==> src/hw/rtl/jssd_vmem.sv <==
// State memory with per-entry valid bits: an invalid entry reads as zero.
// A clear drops all valid bits at once. No package dependencies.
module jssd_vmem #(
  parameter int DEPTH = 64,
  parameter int WIDTH = 33
) (
  input  logic                     clk,
  input  logic                     rst_n,
  input  logic                     clr,
  input  logic                     rd_en,
  input  logic [$clog2(DEPTH)-1:0] rd_addr,
  output logic [WIDTH-1:0]         rd_data,
  input  logic                     wr_en,
  input  logic [$clog2(DEPTH)-1:0] wr_addr,
  input  logic [WIDTH-1:0]         wr_data
);

  logic [WIDTH-1:0] mem [DEPTH];
  logic [WIDTH-1:0] rd_q_r;
  logic [DEPTH-1:0] vld_r;
  logic             rd_vld_r;

  always_ff @(posedge clk) begin
    if (wr_en) begin
      mem[wr_addr] <= wr_data;
    end
    if (rd_en) begin
      rd_q_r <= mem[rd_addr];
    end
  end

  always_ff @(posedge clk) begin
    if (!rst_n) begin
      vld_r    <= '0;
      rd_vld_r <= 1'b0;
    end else begin
      if (clr) begin
        vld_r <= '0;
      end else if (wr_en) begin
        vld_r[wr_addr] <= 1'b1;
      end
      if (rd_en) begin
        rd_vld_r <= vld_r[rd_addr];
      end
    end
  end

  assign rd_data = rd_vld_r ? rd_q_r : '0;

endmodule

==> config.mk <==
export PLATFORM = sky130hd
export DESIGN_NAME = jssd_vmem
export DESIGN_NICKNAME = d
export VERILOG_FILES = /design/src/hw/rtl/jssd_vmem.sv
export SDC_FILE = /design/constraint.sdc
export NUM_CORES = 2
export LEC_CHECK = 0
export BUFFER_PORTS_ARGS = -buffer_cell sky130_fd_sc_hd__buf_2
export CAP_MARGIN = 30
export CORE_MARGIN = 2
export CORE_UTILIZATION = 30
export CTS_CLUSTER_DIAMETER = 50
export DETAILED_ROUTE_END_ITERATION = 8
export GPL_ROUTABILITY_DRIVEN = 0
export GPL_TIMING_DRIVEN = 0
export PLACE_DENSITY = 0.44
export SLEW_MARGIN = 20
export SYNTH_ARGS = -nofsm -noshare
export SYNTH_HDL_FRONTEND = slang
export SYNTH_SLANG_ARGS = --single-unit
==> constraint.sdc <==
create_clock -name clk -period 4.5 [get_ports clk]
set_input_delay 0.45 -clock clk [delete_from_list [all_inputs] [get_ports clk]]
set_output_delay 0.45 -clock clk [all_outputs]
set_load 0.01 [all_outputs]
==> results.md <==
* CTS resizes at 0
* TritonCTS buffer count at 239
* Largest net degree at the start of global routing at 65
* Reg-to-reg slack, setup at roughly 1.6 ns
* Number of global-route vias before repair at between 40,000 and 50,000
* Comb power frac at between 5 and 6%
* F_max at approximately 0.26 GHz
* DRT antenna net count at 0
* CTS tree: yes
* Crit path capture: rd_q_r[13]$_DFFE_PP_
* IO Count at between 80 and 90
* Place WS at -0.382 ns
* EDFF count, synth at roughly 2,100
* Worst reg2reg endpoint: rd_q_r[26]$_DFFE_PP_
* MaxCap Viol Count at 0
* Clock power share at between 40% and 50%
* Fraction of registers with async set/reset at 0%
* Die area at 0.284 mm2
* Sequential fraction of the synthesis area at approximately four fifths
* Insertion delay to the later sink of the worst-skew pair at 0.88 ns
* WHS at between 0.06 and 0.07 ns
* Initial antenna violation count at 16
* Longest Clk Path Bufs at 3
* Net count after synthesis at roughly 3,400
* Die height at 533 um
* Synth Flop Type: edfxtp_1
* Initial Utilization at about 30%
* R2R Path Start: mem[22][26]$_DFFE_PP_
* Slew Viols, Final at 0
* WL/cell at around 31 um
* Hold_buf cts at 18
* Area growth syn-to-layout at 20.5%
* Layout Skew at 0.0262 ns
* Clk slew on worst S/H paths at approximately 0.060 ns
* FF+latch count, synth at 2,210
* Via count at roughly 39,000
* Final setup vio count at 0
* GRT Total Usage at between 10% and 20%
* Int Power at 34.5 mW
* Core Area at between 0.2 and 0.3 mm2
* Via density at 4.94
* Post-DP HPWL at ~170 mm
* CP Launch Type: input port
* Critical path arrival at approximately 4.4 ns
* Power Density at between 400 and 500 mW/mm2
* DIE WIDTH at between 500 and 600 um
* Pleak at roughly 31 nW
* P_sw at approximately 9.8 mW
* Layout Nets at 3,955
* Critical setup path kind: in2reg
* Hold violation count in the final report at 0
* Row count at ~190
* Status: finished, final reports clean
* Total clock sinks at between 2,000 and 2,500
* Tcrit/Tclk final at approximately 84%
* Worst r2r path cells at 5
* GRT overflow at 0
* Global-route wire length before repair at approximately 340 mm
* H-tree Lvls at 4
* Drt drc at 0
* RSZ-0062 raised after global routing: no
* Synth cell types at 34
* Crit path max fanout at 10
* Critical path data required time at approximately 5 ns
* Worst hold path type: in2reg
* Sequential power share at 51.5%
* Synthesized area at between 0.08 and 0.09 mm2
* Clk Tree Root Cell: clkbuf_16
* Drt total wl at 245 mm
* Slew @ Worst Pin at approximately 1.0 ns
* DRT Pass-1 Iters at 5
* Sw frac at between 20% and 30%
* Fraction of layout cells with a size suffix above 1 at between 30% and 40%
* Max_slew headroom at between 30% and 40%
* Setup Fix Bufs, Post-CTS at 0
* Post-Syn Instances at between 3,000 and 4,000
* Synth warn at 0
* Starting DRT DRC Count at 3,638
* I/O Buffers at 76
* Critical Path End Type: flop
* Syn Area/Cell at about 25 um2
* Setup ws final at between 0.7 and 0.8 ns
* Critical Path Source: rd_addr[2]
* Final Critical Period at about 3.8 ns
* Worst vdd ir at between 0.0003 and 0.0004 V
state kept, by name, summed over array words and instances (netlist names):
register,count
mem,2112
vld_r,64
rd_q_r,33
rd_vld_r,1
critical path, stage by stage:
cell      delay [ns]
buf_2           0.29
buf_2           0.40
clkbuf_2        0.63
clkbuf_1        0.80
mux4_2          0.42
mux4_2          0.53
mux2i_1         0.54
mux2i_1         0.24
cell usage in the layout (no fill, tap or decap), drive strengths merged, types with 8 or more instances in the layout:
cell type    synthesis  final
edfxtp            2145   2145
mux4               685    685
clkbuf              79    386
buf                103    377
clkinv               0     97
dfxtp               65     65
o21a                64     64
nor2                63     63
mux2i               49     49
and2                33     33
dlygate4sd3          0     18
inv                  0     18
bufinv               0     16
nor2b               15     15
nand3               10     10
clkinvlp             0     10
nand2                8      8
power groups by stage:
stage	combinational, mW	sequential [mW]	clock (mW)
finish	2.36	22.8	19.1
global route	2.49	22.8	20.3
global placement	2.23	23.2	0
detailed placement	2.40	23.2	0
floorplan	1.14	23.2	0
CTS	2.41	22.8	19.5
metrics by stage:
step                area, um2  std cells  setup TNS (ns)  power (mW)  util [%]
floorplan               84000       3372               0        24.3         -
global placement        89000       7172        -2640.45        25.5      31.9
detailed placement      93300       7366           -1.48        25.6      33.5
CTS                    101000       7832               0        44.7      36.3
global route           101000       7837               0        45.6      36.3
finish                 101000       7841               0        44.3      36.3
cells by family after synthesis:
group,synth area share (%)
AOI/OAI and AO/OA,0.817
buffers and inverters,1.01
DFF,78.3
muxes,19.0
and+or+nand+nor,0.911
per-layer routing:
metal | vias to the layer above | share of wire [%] | GRT usage (%)
li1 | 15800 | - | -
met2 | 974 | 51 | 29.4
met3 | 311 | 4.5 | 2.39
met1 | 21600 | 42 | 22.9
met5 | - | 0 | 0
met4 | 0 | 2.5 | 4.59
Yosys cell counts (all sizes together), types with 2 or more instances:
| cell type | number | area share [%] |
|---|---|---|
| and3 | 2 | 0.015 |
| mux4 | 685 | 18 |
| a21oi | 5 | 0.030 |
| edfxtp | 2145 | 77 |
| and3b | 3 | 0.031 |
| nor2 | 63 | 0.28 |
| a211o | 3 | 0.031 |
| a22o | 2 | 0.021 |
| nand2b | 7 | 0.052 |
| nor3 | 4 | 0.024 |
| nand4 | 3 | 0.022 |
| nor2b | 15 | 0.11 |
| clkbuf | 79 | 0.35 |
| a31oi | 4 | 0.030 |
| nand2 | 8 | 0.036 |
| mux2 | 2 | 0.027 |
| a211oi | 7 | 0.063 |
| o311ai | 2 | 0.021 |
| nand3 | 10 | 0.060 |
| o31ai | 2 | 0.018 |
| dfxtp | 65 | 1.6 |
| mux2i | 49 | 0.58 |
| and2 | 33 | 0.25 |
| o21a | 64 | 0.57 |
| or2 | 2 | 0.015 |
| buf | 103 | 0.66 |
final cells by class:
type | instances | area (um2)
Multi-Input combinational cell | 980 | 17900
Sequential cell | 2210 | 65700
Antenna cell | 5 | 12.5
Clock inverter | 141 | 1330
Clock buffer | 307 | 6290
Timing Repair Buffer | 292 | 4460
Tap cell | 3724 | 4660
Buffer | 182 | 870
Fill cell | 25300 | 178000
worst min path at each step:
stage               cells after the start                      to              startpoint  slack, ns
floorplan                               1  vld_r[20]$_SDFFE_PP0P_  vld_r[20]$_SDFFE_PP0P_       0.44
global placement                        1   vld_r[4]$_SDFFE_PP0P_   vld_r[4]$_SDFFE_PP0P_       0.44
detailed placement                      1  vld_r[38]$_SDFFE_PP0P_  vld_r[38]$_SDFFE_PP0P_       0.45
CTS                                     1   mem[11][17]$_DFFE_PP_             wr_data[17]      0.004
global route                            1   mem[11][17]$_DFFE_PP_             wr_data[17]       0.04
finish                                  1   mem[11][17]$_DFFE_PP_             wr_data[17]       0.07
Note: power is estimated with default switching activity, not from simulation.
